[src/sv/wstq_pkg.sv]
package wstq_pkg;

  // Queue geometry
  localparam int WORKERS     = 4;
  localparam int QUEUE_DEPTH = 16;

  localparam int W_IDX   = $clog2(WORKERS);
  localparam int D_IDX   = $clog2(QUEUE_DEPTH);
  localparam int CNT_W   = $clog2(QUEUE_DEPTH + 1);
  localparam int SLOTS   = WORKERS * QUEUE_DEPTH;
  localparam int ADDR_W  = $clog2(SLOTS);
  localparam int TASK_W  = 16;
  localparam int WFIELD_W = 2;

  typedef enum logic {
    FN_PUSH  = 1'b0,
    FN_FETCH = 1'b1
  } func_e;

  typedef enum logic [2:0] {
    ST_OWN    = 3'd0,
    ST_STOLEN = 3'd1,
    ST_SELF   = 3'd2,
    ST_EMPTY  = 3'd3,
    ST_PUSHED = 3'd4,
    ST_FULL   = 3'd5
  } status_e;

  // Decoded request waiting for the store read
  typedef struct packed {
    status_e               status;
    logic [WFIELD_W-1:0]   from_worker;
    logic                  rd;
  } wstq_res_t;

  // Store slot of entry at offset off from the head of queue q
  function automatic logic [ADDR_W-1:0] slot_addr(input logic [W_IDX-1:0] q,
                                                  input logic [D_IDX-1:0] head,
                                                  input logic [CNT_W-1:0] off);
    logic [CNT_W:0]    pos;
    logic [ADDR_W-1:0] base;
    pos = (CNT_W+1)'(head) + (CNT_W+1)'(off);
    if (pos >= (CNT_W+1)'(QUEUE_DEPTH)) begin
      pos = pos - (CNT_W+1)'(QUEUE_DEPTH);
    end
    base = ADDR_W'(q) * ADDR_W'(QUEUE_DEPTH);
    return ADDR_W'(base + ADDR_W'(pos));
  endfunction

endpackage

[src/sv/wstq_ram.sv]
module wstq_ram #(
  parameter int WIDTH = 16,
  parameter int DEPTH = 64
) (
  input  logic                     clk_i,
  input  logic                     we_i,
  input  logic                     re_i,
  input  logic [$clog2(DEPTH)-1:0] addr_i,
  input  logic [WIDTH-1:0]         wdata_i,
  output logic [WIDTH-1:0]         rdata_o
);

  logic [WIDTH-1:0] mem_q [DEPTH];
  logic [WIDTH-1:0] rdata_q;

  // Single port, registered read; read data holds between reads
  always_ff @(posedge clk_i) begin
    if (we_i) begin
      mem_q[addr_i] <= wdata_i;
    end
    if (re_i) begin
      rdata_q <= mem_q[addr_i];
    end
  end

  assign rdata_o = rdata_q;

endmodule

[src/sv/work_stealing_task_queues_core.sv]
// Work-stealing task queues: one bounded double-ended queue of task ids per worker.
// Request channel: in_valid_i / in_stall_o with func_i, worker_i, victim_i, task_in_i.
//   A push appends task_in_i at the back of worker_i's queue (refused when full).
//   A fetch takes the front of worker_i's own queue, or else steals from the back
//   of queue victim_i; the victim is chosen by the requester.
// Result channel: out_valid_o / out_stall_i with status_o, task_out_o, from_worker_o.
//   Exactly one result per request, in request order. task_out_o and from_worker_o
//   are zero when no task is obtained.
// Pipeline: queue pointers update and the task store is accessed as a request is
//   accepted into the decode stage; the result register then loads from that stage.
// Throughput: one request per cycle while the result register is not held by
//   out_stall_i, set by the single port of the task store, which each request uses at most once.
// Stall: while the result register is held by out_stall_i, one more request can
//   sit in the decode stage; after that in_stall_o rises in the same cycle.
// Reset: all queues empty, both stages empty. The task store is not cleared; no
//   entry is read before it is written.
module work_stealing_task_queues_core
  import wstq_pkg::*;
(
  input  logic                clk_i,
  input  logic                rst_ni,
  input  logic                in_valid_i,
  output logic                in_stall_o,
  input  logic                func_i,
  input  logic [WFIELD_W-1:0] worker_i,
  input  logic [WFIELD_W-1:0] victim_i,
  input  logic [TASK_W-1:0]   task_in_i,
  output logic                out_valid_o,
  input  logic                out_stall_i,
  output logic [2:0]          status_o,
  output logic [TASK_W-1:0]   task_out_o,
  output logic [WFIELD_W-1:0] from_worker_o
);

  logic [D_IDX-1:0] head_q [WORKERS];
  logic [D_IDX-1:0] head_d [WORKERS];
  logic [CNT_W-1:0] count_q [WORKERS];
  logic [CNT_W-1:0] count_d [WORKERS];

  logic             s1_valid_q;
  wstq_res_t        s1_res_q;
  wstq_res_t        res_d;

  logic                out_valid_q;
  status_e             status_q;
  logic [TASK_W-1:0]   task_q;
  logic [WFIELD_W-1:0] from_q;

  logic in_fire;
  logic out_load;

  logic [W_IDX-1:0]  wi;
  logic [W_IDX-1:0]  vi;
  logic              w_ok;
  logic              v_ok;
  logic [CNT_W-1:0]  own_cnt;
  logic [CNT_W-1:0]  vic_cnt;
  logic [D_IDX-1:0]  own_head;
  logic [D_IDX-1:0]  vic_head;

  logic              mem_we;
  logic              mem_re;
  logic [ADDR_W-1:0] mem_addr;
  logic [TASK_W-1:0] mem_rdata;

  // Handshake: decode stage frees when the result register can load
  assign out_load   = !out_valid_q || !out_stall_i;
  assign in_stall_o = s1_valid_q && !out_load;
  assign in_fire    = in_valid_i && !in_stall_o;

  // Queue selection
  assign wi       = W_IDX'(worker_i);
  assign vi       = W_IDX'(victim_i);
  assign w_ok     = 32'(worker_i) < 32'(WORKERS);
  assign v_ok     = 32'(victim_i) < 32'(WORKERS);
  assign own_cnt  = count_q[wi];
  assign vic_cnt  = count_q[vi];
  assign own_head = head_q[wi];
  assign vic_head = head_q[vi];

  // Request decode and pointer update
  always_comb begin
    head_d   = head_q;
    count_d  = count_q;
    res_d    = '{status: ST_EMPTY, from_worker: '0, rd: 1'b0};
    mem_we   = 1'b0;
    mem_re   = 1'b0;
    mem_addr = '0;
    if (in_fire) begin
      if (func_e'(func_i) == FN_PUSH) begin
        if (!w_ok || own_cnt == CNT_W'(QUEUE_DEPTH)) begin
          res_d.status = ST_FULL;
        end else begin
          res_d.status = ST_PUSHED;
          mem_we       = 1'b1;
          mem_addr     = slot_addr(wi, own_head, own_cnt);
          count_d[wi]  = CNT_W'(own_cnt + 1'b1);
        end
      end else if (!w_ok) begin
        res_d.status = ST_EMPTY;
      end else if (own_cnt != '0) begin
        // own front
        res_d.status      = ST_OWN;
        res_d.from_worker = worker_i;
        res_d.rd          = 1'b1;
        mem_re            = 1'b1;
        mem_addr          = slot_addr(wi, own_head, '0);
        head_d[wi]        = (own_head == D_IDX'(QUEUE_DEPTH - 1)) ? '0
                                                                  : D_IDX'(own_head + 1'b1);
        count_d[wi]       = CNT_W'(own_cnt - 1'b1);
      end else if (victim_i == worker_i) begin
        res_d.status = ST_SELF;
      end else if (!v_ok || vic_cnt == '0) begin
        res_d.status = ST_EMPTY;
      end else begin
        // steal from the victim's back
        res_d.status      = ST_STOLEN;
        res_d.from_worker = victim_i;
        res_d.rd          = 1'b1;
        mem_re            = 1'b1;
        mem_addr          = slot_addr(vi, vic_head, CNT_W'(vic_cnt - 1'b1));
        count_d[vi]       = CNT_W'(vic_cnt - 1'b1);
      end
    end
  end

  wstq_ram #(
    .WIDTH (TASK_W),
    .DEPTH (SLOTS)
  ) u_store (
    .clk_i   (clk_i),
    .we_i    (mem_we),
    .re_i    (mem_re),
    .addr_i  (mem_addr),
    .wdata_i (task_in_i),
    .rdata_o (mem_rdata)
  );

  // Control state
  always_ff @(posedge clk_i or negedge rst_ni) begin
    if (!rst_ni) begin
      for (int i = 0; i < WORKERS; i++) begin
        head_q[i]  <= '0;
        count_q[i] <= '0;
      end
      s1_valid_q  <= 1'b0;
      out_valid_q <= 1'b0;
    end else begin
      head_q     <= head_d;
      count_q    <= count_d;
      s1_valid_q <= in_fire || (s1_valid_q && !out_load);
      if (out_load) begin
        out_valid_q <= s1_valid_q;
      end
    end
  end

  // Payload stages
  always_ff @(posedge clk_i) begin
    if (in_fire) begin
      s1_res_q <= res_d;
    end
    if (out_load && s1_valid_q) begin
      status_q <= s1_res_q.status;
      task_q   <= s1_res_q.rd ? mem_rdata : '0;
      from_q   <= s1_res_q.from_worker;
    end
  end

  assign out_valid_o   = out_valid_q;
  assign status_o      = status_q;
  assign task_out_o    = task_q;
  assign from_worker_o = from_q;

`ifndef SYNTH
  logic cnt_over;

  always_comb begin
    cnt_over = 1'b0;
    for (int i = 0; i < WORKERS; i++) begin
      cnt_over = cnt_over | (count_q[i] > CNT_W'(QUEUE_DEPTH));
    end
  end

  // No queue ever holds more than its depth
  a_cnt_bound: assert property (@(posedge clk_i) disable iff (!rst_ni) !cnt_over)
    else $error("queue count above depth");

  // Requests are only held off while the decode stage is occupied
  a_stall_cause: assert property (@(posedge clk_i) disable iff (!rst_ni)
    in_stall_o |-> s1_valid_q)
    else $error("request stalled with empty decode stage");

  // An accepted request always lands in the decode stage
  a_accept_lands: assert property (@(posedge clk_i) disable iff (!rst_ni)
    in_fire |=> s1_valid_q)
    else $error("accepted request lost");

  // No task obtained means a zero task id
  a_task_zero: assert property (@(posedge clk_i) disable iff (!rst_ni)
    (out_valid_o && status_o != ST_OWN && status_o != ST_STOLEN) |-> task_out_o == '0)
    else $error("task id on a no-task result");
`endif

endmodule

[config.mk]
export PLATFORM = sky130hd
export DESIGN_NAME = work_stealing_task_queues_core
export DESIGN_NICKNAME = d
export VERILOG_FILES = /design/src/sv/wstq_pkg.sv /design/src/sv/wstq_ram.sv /design/src/sv/work_stealing_task_queues_core.sv
export SDC_FILE = /design/constraint.sdc
export NUM_CORES = 1
export LEC_CHECK = 0
export BUFFER_PORTS_ARGS = -buffer_cell sky130_fd_sc_hd__clkbuf_2
export CAP_MARGIN = 20
export CELL_PAD_IN_SITES_DETAIL_PLACEMENT = 1
export CELL_PAD_IN_SITES_GLOBAL_PLACEMENT = 1
export CORE_ASPECT_RATIO = 0.75
export CORE_MARGIN = 4
export CORE_UTILIZATION = 49
export DETAILED_ROUTE_END_ITERATION = 7
export GPL_ROUTABILITY_DRIVEN = 0
export PLACE_DENSITY_LB_ADDON = 0.1
export SYNTH_ARGS = -nofsm -noshare
export SYNTH_HDL_FRONTEND = slang
export SYNTH_SLANG_ARGS = --single-unit
[constraint.sdc]
create_clock -name clk_i -period 5 [get_ports clk_i]
set_clock_uncertainty 0.1 [all_clocks]
set_input_delay 0.5 -clock clk_i [delete_from_list [all_inputs] [get_ports clk_i]]
set_output_delay 0.5 -clock clk_i [all_outputs]
set_load 0.01 [all_outputs]
Word-level counts from Yosys, hierarchy flattened:

Memories as Yosys holds them, arrays and structs flattened. A register that Yosys moved wholly into a read port is not among the register bits.
Index checks and enable logic that the tools add are counted.

* flip-flop bits (word level): 65
* RAM bits: 1024
* input bits: 25
* output and inout port bits: 23
* word-level logic and storage cells: 124
* memories kept: 1

Memory list
* u_store.mem_q: words 64, bits a word 16, rd ports 1, clocked after Yosys merged registers in 1, wr ports 1, RTL line wstq_ram.sv:13 `logic [WIDTH-1:0] mem_q [DEPTH];`

* add/subtract/negate cells: 12
* $lt $le $gt $ge: 7
* equality and inequality tests: 6
* muxes and demuxes: 65
* bitwise logic cells: 2
* reduce and logical (&&, ||, !) cells: 15

Operator list (number)
* 6-bit 2-to-1 mux: 21
* 20-bit 2-to-1 mux: 5
* 20-bit bitwise mux: 3
* 5-bit 2-to-1 mux: 6
* 4-bit 2-to-1 mux: 6
* 5-bit binary-select mux with 2-bit select: 2
* 5-bit demux with 2-bit select: 2
* 6-bit adder: 3
* 4-bit binary-select mux with 2-bit select: 2
* 16-bit bitwise mux: 1
* 4-bit by 5-bit adder with 6-bit output: 2
* 6-bit by 5-bit >= comparator with 1-bit output, second input constant: 2
* 6-bit by 5-bit subtractor with 6-bit output, second input constant: 2
* 1-bit 2-to-1 mux: 11
* 5-bit by 1-bit subtractor with 5-bit output, second input constant: 2
* 3-bit 2-to-1 mux: 3
* 4-bit demux with 2-bit select: 1
* 3-bit >= comparator, second input constant: 2
* 3-bit by 1-bit < comparator with 1-bit output, second input constant: 2
* 3-bit != test, second input constant: 2
* 2-bit NOT with 3-bit output: 2
* 4-bit by 5-bit subtractor with 6-bit output, second input constant: 1
* 5-bit by 1-bit adder with 5-bit output, second input constant: 1
* 5-bit == test, second input constant: 1
* other kinds (13): 22

Logic depth before layout (Yosys ltp):

* depth in word-level cells: 19
* depth in mapped cells: 25

Modules after synthesis:

Synthesis repeated with hierarchy kept, for this count alone.

* cell total of the unflattened synthesis: 2618
* area total of the unflattened synthesis: 43812.0 um^2

Modules (own cells, without submodules)
* wstq_ram: instances 1, cells an instance 2264, area an instance 39640.5 um^2, seq. area each 31230.0 um^2
* work_stealing_task_queues_core: instances 1, cells an instance 354, area an instance 4171.5 um^2, seq. area each 1761.7 um^2

Worst setup path before layout:

Ideal clock, no wire load.

* path type: input port to flip-flop
* from: input port worker_i[0]
* to: memory u_store.mem_q[12][0], enable pin
* library setup time: 388 ps
* arrival: 5305 ps
* data required time: 4512 ps
* setup slack: -794 ps
* cell stages on the path: 18
* path buffers: 7
* path through: buf_6 > clkbuf_1 > mux4_2 > inv_1 > ha_1 > nand2b_1 > o2bb2a_1 > or3_4 > buf_6 > o31ai_1 > a21oi_1 > clkbuf_1 > nor2_1 > buf_2 > buf_1 > clkbuf_1 > nand2_1 > nor2_1

* word-level cells in the longest chain between the ends: 14
* elaborated cells on any way between the ends: 35
* those cells by class: 5 x add/sub; 2 x order compare; 2 x eq/ne; 24 x mux; 1 x bitwise; 1 x reduce/logical

Ends and longest elaborated chain
* from (decl): RTL line work_stealing_task_queues_core.sv:25 `input logic [WFIELD_W-1:0] worker_i,`
* 2-bit NOT with 3-bit output (implied by the code): RTL line work_stealing_task_queues_core.sv:76, work_stealing_task_queues_core.sv:78
* 4-bit binary-select mux with 2-bit select or 5-bit binary-select mux with 2-bit select (tied branches): RTL line work_stealing_task_queues_core.sv:78, work_stealing_task_queues_core.sv:76
* 4-bit 2-to-1 mux (implied by the code) or 5-bit 2-to-1 mux (tied branches) (2 in series): RTL line work_stealing_task_queues_core.sv:78, work_stealing_task_queues_core.sv:76
* 4-bit by 5-bit adder with 6-bit output: RTL line wstq_pkg.sv:42 `pos = (CNT_W+1)'(head) + (CNT_W+1)'(off);`
* 6-bit by 5-bit subtractor with 6-bit output or 6-bit by 5-bit >= comparator with 1-bit output (tied branches): RTL line wstq_pkg.sv:44, wstq_pkg.sv:43
* 6-bit 2-to-1 mux: RTL line wstq_pkg.sv:43 `if (pos >= (CNT_W+1)'(QUEUE_DEPTH)) begin`
* 6-bit 2-to-1 mux: RTL line work_stealing_task_queues_core.sv:91 `if (!w_ok || own_cnt == CNT_W'(QUEUE_DEPTH)) begin`
* 6-bit 2-to-1 mux: RTL line work_stealing_task_queues_core.sv:90 `if (func_e'(func_i) == FN_PUSH) begin`
* 6-bit 2-to-1 mux: RTL line work_stealing_task_queues_core.sv:89 `if (in_fire) begin`
* 6-bit adder: RTL line wstq_pkg.sv:47 `return ADDR_W'(base + ADDR_W'(pos));`
* 6-bit 2-to-1 mux: RTL line work_stealing_task_queues_core.sv:91
* 6-bit 2-to-1 mux: RTL line work_stealing_task_queues_core.sv:90
* 6-bit 2-to-1 mux: RTL line work_stealing_task_queues_core.sv:89
* to (decl): RTL line wstq_ram.sv:13

Several ways; a longest one is shown, not always the timed one. The select of a mux whose other input is x is not followed.

Worst setup path after layout:

* from: register count_q[0] (netlist name)
* to: register u_store.rdata_q[6] (netlist: u_store.rdata_o[6]), read port of u_store.mem_q (data pin)

* word-level cells in the longest chain between the ends: 18
* elaborated cells on any way between the ends: 39
* those cells by class: 7 x add/sub; 2 x order compare; 1 x eq/ne; 27 x mux; 2 x reduce/logical

Ends and longest elaborated chain
* from (decl): RTL line work_stealing_task_queues_core.sv:37 `logic [CNT_W-1:0] count_q [WORKERS];`
* from (signal assigned): RTL line work_stealing_task_queues_core.sv:150 `count_q <= count_d;`
* 5-bit binary-select mux with 2-bit select: RTL line work_stealing_task_queues_core.sv:77 `assign vic_cnt = count_q[vi];`
* 5-bit 2-to-1 mux (implied by the code) (2 in series): RTL line work_stealing_task_queues_core.sv:77
* 5-bit by 1-bit subtractor with 5-bit output: RTL line work_stealing_task_queues_core.sv:121 `mem_addr = slot_addr(vi, vic_head, CNT_W'(vic_cnt - 1'b1));`
* 4-bit by 5-bit adder with 6-bit output: RTL line wstq_pkg.sv:42
* 6-bit by 5-bit subtractor with 6-bit output or 6-bit by 5-bit >= comparator with 1-bit output (tied branches): RTL line wstq_pkg.sv:44, wstq_pkg.sv:43
* 6-bit 2-to-1 mux: RTL line wstq_pkg.sv:43
* 6-bit 2-to-1 mux: RTL line work_stealing_task_queues_core.sv:113 `end else if (!v_ok || vic_cnt == '0) begin`
* 6-bit 2-to-1 mux: RTL line work_stealing_task_queues_core.sv:111 `end else if (victim_i == worker_i) begin`
* 6-bit 2-to-1 mux: RTL line work_stealing_task_queues_core.sv:101 `end else if (own_cnt != '0) begin`
* 6-bit 2-to-1 mux: RTL line work_stealing_task_queues_core.sv:90
* 6-bit 2-to-1 mux: RTL line work_stealing_task_queues_core.sv:89
* 6-bit adder: RTL line wstq_pkg.sv:47
* 6-bit 2-to-1 mux: RTL line work_stealing_task_queues_core.sv:113
* 6-bit 2-to-1 mux: RTL line work_stealing_task_queues_core.sv:111
* 6-bit 2-to-1 mux: RTL line work_stealing_task_queues_core.sv:101
* 6-bit 2-to-1 mux: RTL line work_stealing_task_queues_core.sv:90
* 6-bit 2-to-1 mux: RTL line work_stealing_task_queues_core.sv:89
* to (decl): RTL line wstq_ram.sv:14 `logic [WIDTH-1:0] rdata_q;`

Several ways; a longest one is shown, not always the timed one. The select of a mux whose other input is x is not followed.
A chain may end at the register's enable or synchronous reset.

==> impl_metrics.env <==
export IMPL_tritoncts="built"
export IMPL_placedCellCount=4387
export IMPL_ant_nets=0
export IMPL_finalHoldViolations=0
export IMPL_synth_enable_flop_cells=1067
export IMPL_start_kind="flip-flop"
export IMPL_violated_checks="negative setup slack"
export IMPL_maxClockFrequency_ghz=0.191
export IMPL_detail_route_wirelength_um=167000
export IMPL_drt_pass1_iter_count=8
export IMPL_route_detailed_wl_per_inst_um=35.7
export IMPL_floorplan_initialDensity=0.496
export IMPL_ys_flop_type="edfxtp_1"
export IMPL_synth_register_bits=1105
export IMPL_fin_area_um2=56400
export IMPL_hold_path_class="input pin to asynchronous set/reset pin"
export IMPL_layout_worst_path_cycle_share=1.05
export IMPL_grt_antenna_before_repair=18
export IMPL_synth_distinct_cells=74
export IMPL_timing_reg2reg_setup_slack_ns=-0.24
export IMPL_sequentialPowerShare=0.343
export IMPL_global_route_usage_total=0.346
export IMPL_port_buffers=47
export IMPL_place_hpwl_um=105000
export IMPL_cts_root_buf="clkbuf_16"
export IMPL_status="finished with violations"
export IMPL_yosysWarningCount=0
export IMPL_std_cell_rows=94
export IMPL_detail_route_iter0_violations=5016
export IMPL_tritoncts_num_buffers=106
export IMPL_internal_power_mw=19.8
export IMPL_cts_path_max_buffers=3
export IMPL_final_layout_size_suffix_gt1_frac=0.321
export IMPL_synth_top_area_frac=0.735
export IMPL_dp_worst_setup_slack_ns=-0.868
export IMPL_timing_critical_path_required_ns=5.34
export IMPL_cp_data_arrival_time_ns=5.58
export IMPL_grt_first_pass_wirelength_um=234000
export IMPL_synthCells=2833
export IMPL_die_area_um2=93900
export IMPL_via_count_of_the_first_global_routing_pass=31600
export IMPL_drv_slew=0
export IMPL_syn_num_nets=2874
export IMPL_nNetsFinal=3468
export IMPL_post_synth_top_area_cell="edfxtp_1"
export IMPL_die_span_y_um=266
export IMPL_cts_htree_levels=3
export IMPL_fin_worst_hold_slack_ns=0.121
export IMPL_core_um2=88000
export IMPL_synth_sequential_area_ratio=0.756
export IMPL_worst_skew_pair_late_latency_ns=0.70
export IMPL_routed_via_density=6.76
export IMPL_crit_path_end_kind="flip-flop"
export IMPL_p_sw_frac=0.361
export IMPL_cap_viol_max_count=0
export IMPL_syn_area_per_cell_um2=15.4
export IMPL_clk_pin_slew_ns=0.07
export IMPL_placed_area_um2=50800
export IMPL_worst_r2r_cell_count=21
export IMPL_r2r_start="count_q[0]$_DFFE_PN0P_"
export IMPL_p_leak_nw=19.4
export IMPL_grt_max_degree=65
export IMPL_ir_worst_vdd_v=0.000333
export IMPL_critical_path_endpoint="u_store.rdata_o[6]$_DFFE_PP_"
export IMPL_timing_final_setup_violations=215
export IMPL_drc=0
export IMPL_floorplan_die_width_um=353
export IMPL_floorplan_io_pins=48
export IMPL_synth_top_cells_by_area="edfxtp_1 (73%), nand2_1 (3.6%), a22oi_1 (2.9%)"
export IMPL_fin_cells=4673
export IMPL_switching_power_mw=11.2
export IMPL_worst_slew_pin_transition_ns=0.998
export IMPL_postSynth_asyncResetShare=0.0344
export IMPL_cp_max_fo=6
export IMPL_worst_r2r_endpoint="u_store.rdata_o[6]$_DFFE_PP_"
export IMPL_area_growth_pct=29.3
export IMPL_layout_filler_cells=7812
export IMPL_globalRoute_totalOverflow=0
export IMPL_power_density_nw_per_um2=551
export IMPL_timing_slew_headroom=0.334
export IMPL_clkSinkCount=1105
export IMPL_clock_power_share=0.262
export IMPL_min_period_ns=5.24
export IMPL_fin_ws_ns=-0.241
export IMPL_rsz0062_at_grt="true"
export IMPL_critical_setup_path_class="flip-flop to flip-flop"
export IMPL_total_standard_cell_area_after_synthesis_um2=43600
export IMPL_critPathLaunch="count_q[0]$_DFFE_PN0P_"
export IMPL_combPwrFrac=0.394
export IMPL_dr_total_vias=31600
-- stage by stage --
step	total power, mW	utilization	TNS [ns]
floorplan	15.3	-	-3.93
global placement	21.0	0.577	-478.13
detailed placement	21.3	0.578	-415.64
CTS	29.8	0.627	-1.32
global route	31.9	0.641	-64.63
finish	31.1	0.641	-8.46
-- layer usage --
metal / routed length, um / share of wire / up-vias / global-route usage
met5: 41 / 0.00025 / - / 0
met4: 6070 / 0.036 / 6 / 0.119
met3: 19700 / 0.12 / 385 / 0.0816
met2: 75500 / 0.45 / 2305 / 0.526
met1: 65700 / 0.39 / 16400 / 0.499
li1: - / - / 12500 / -
-- synthesized netlist by cell type, types with 13 or more instances --
| cell | n |
|---|---|
| inv_1 | 20 |
| o2bb2ai_1 | 18 |
| o22ai_1 | 29 |
| a21oi_1 | 111 |
| a222oi_1 | 18 |
| a22o_1 | 23 |
| nand3_1 | 51 |
| a211oi_1 | 23 |
| buf_2 | 31 |
| a221o_1 | 16 |
| edfxtp_1 | 1067 |
| nand2_1 | 416 |
| xnor2_1 | 16 |
| mux2i_1 | 40 |
| dfrtp_1 | 38 |
| and3_1 | 13 |
| buf_1 | 49 |
| and2_1 | 19 |
| a31oi_1 | 35 |
| clkbuf_1 | 99 |
| mux4_2 | 16 |
| mux2_2 | 53 |
| nor2_1 | 112 |
| a22oi_1 | 167 |
| nor3_1 | 15 |
| ha_1 | 14 |
| o21ai_0 | 61 |
| a221oi_1 | 101 |
-- area by class of cell --
| cell class | count | area (um2) | area share |
|---|---|---|---|
| Inverter | 20 | 80.1 | 0.00142 |
| Clock inverter | 64 | 626 | 0.0111 |
| Sequential cell | 1105 | 33000 | 0.585 |
| Tap cell | 1152 | 1440 | 0.0256 |
| Multi-Input combinational cell | 1524 | 11400 | 0.203 |
| Clock buffer | 131 | 2830 | 0.0502 |
| Timing Repair Buffer | 670 | 6960 | 0.123 |
| Antenna cell | 7 | 17.5 | 0.000311 |
-- timing repair --
item                                    4_1_cts  5_1_grt
hold buffers                                  3        0
setup buffers                                42       41
gates resized for setup                      99      161
endpoints found under the setup margin      885      785
endpoints found under the hold margin        40        0
gates cloned                                  2        4
pin swaps                                    36       55
-- cells in the final DEF (no fill, tap or decap), types with 14 or more instances in the layout --
| master | instances |
|---|---|
| a211oi_1 | 20 |
| a21oi_1 | 98 |
| a221o_1 | 16 |
| a221oi_1 | 76 |
| a221oi_2 | 23 |
| a222oi_1 | 18 |
| a22o_1 | 22 |
| a22oi_1 | 161 |
| a31oi_1 | 23 |
| and2_1 | 18 |
| buf_12 | 131 |
| buf_4 | 425 |
| buf_6 | 45 |
| clkbuf_1 | 20 |
| clkbuf_16 | 113 |
| clkbuf_2 | 47 |
| clkinv_1 | 21 |
| clkinv_2 | 22 |
| dfrtp_1 | 38 |
| edfxtp_1 | 1067 |
| mux2_2 | 52 |
| mux2i_1 | 38 |
| mux4_2 | 16 |
| nand2_1 | 404 |
| nand3_1 | 44 |
| nor2_1 | 38 |
| nor2_4 | 69 |
| o21ai_0 | 50 |
| o22ai_1 | 27 |
| o2bb2ai_1 | 17 |
| xnor2_1 | 14 |
-- power by group through the flow --
stage,Clock (mW),Sequential [mW],Combinational (mW)
6_report,8.15,10.7,12.3
5_1_grt,8.64,10.7,12.5
4_1_cts,8.19,10.7,11.0
3_5_place_dp,0,10.9,10.4
3_3_place_gp,0,10.8,10.2
2_1_floorplan,0,10.7,4.58
-- worst min path at each step --
stage,start,to,slack [ns],cells past startpoint
after floorplan,rst_ni,count_q[0]$_DFFE_PN0P_,0.10,0
after global placement,s1_res_q[4]$_SDFFCE_PN0P_,status_o[1]$_DFFE_PP_,0.31,0
after detailed placement,s1_res_q[4]$_SDFFCE_PN0P_,status_o[1]$_DFFE_PP_,0.31,0
after CTS,func_i,s1_res_q[5]$_SDFFCE_PN1P_,0.24,2
after global routing,rst_ni,head_q[1]$_DFFE_PN0P_,0.13,2
final,rst_ni,head_q[7]$_DFFE_PN0P_,0.12,2
-- worst max-delay path, cell delays in order (launching register included) --
cell	delay (ns)
dfrtp_1	0.39
mux4_2	0.54
inv_4	0.11
ha_4	0.14
inv_2	0.04
fa_2	0.46
nand4b_1	0.22
nor4_2	0.36
buf_4	0.21
a211o_4	0.17
buf_4	0.12
buf_6	0.08
buf_4	0.11
a21oi_4	0.04
buf_12	0.16
buf_12	0.14
buf_4	0.16
a22oi_1	0.37
o22ai_2	0.20
a22oi_1	0.26
o211ai_1	0.16
or4_1	0.43
-- cells by family after synthesis --
group,after synthesis,synth area share
buffers and inverters,204,0.0193
AO/OA/AOI/OAI,698,0.118
adder cells (fa/ha/maj),16,0.00493
AND/OR/NAND/NOR,680,0.0663
XOR/XNOR,21,0.00422
flip-flops,1105,0.756
multiplexers,109,0.0311
-- state kept, by name, summed over array words and instances (netlist names), 2 cells and up --
register	count
from_worker_o	2
head_q	16
u_store.rdata_o	16
u_store.mem_q	1024
task_out_o	16
status_o	3
count_q	20
s1_res_q	6
Note: power is estimated with default switching activity, not from simulation.
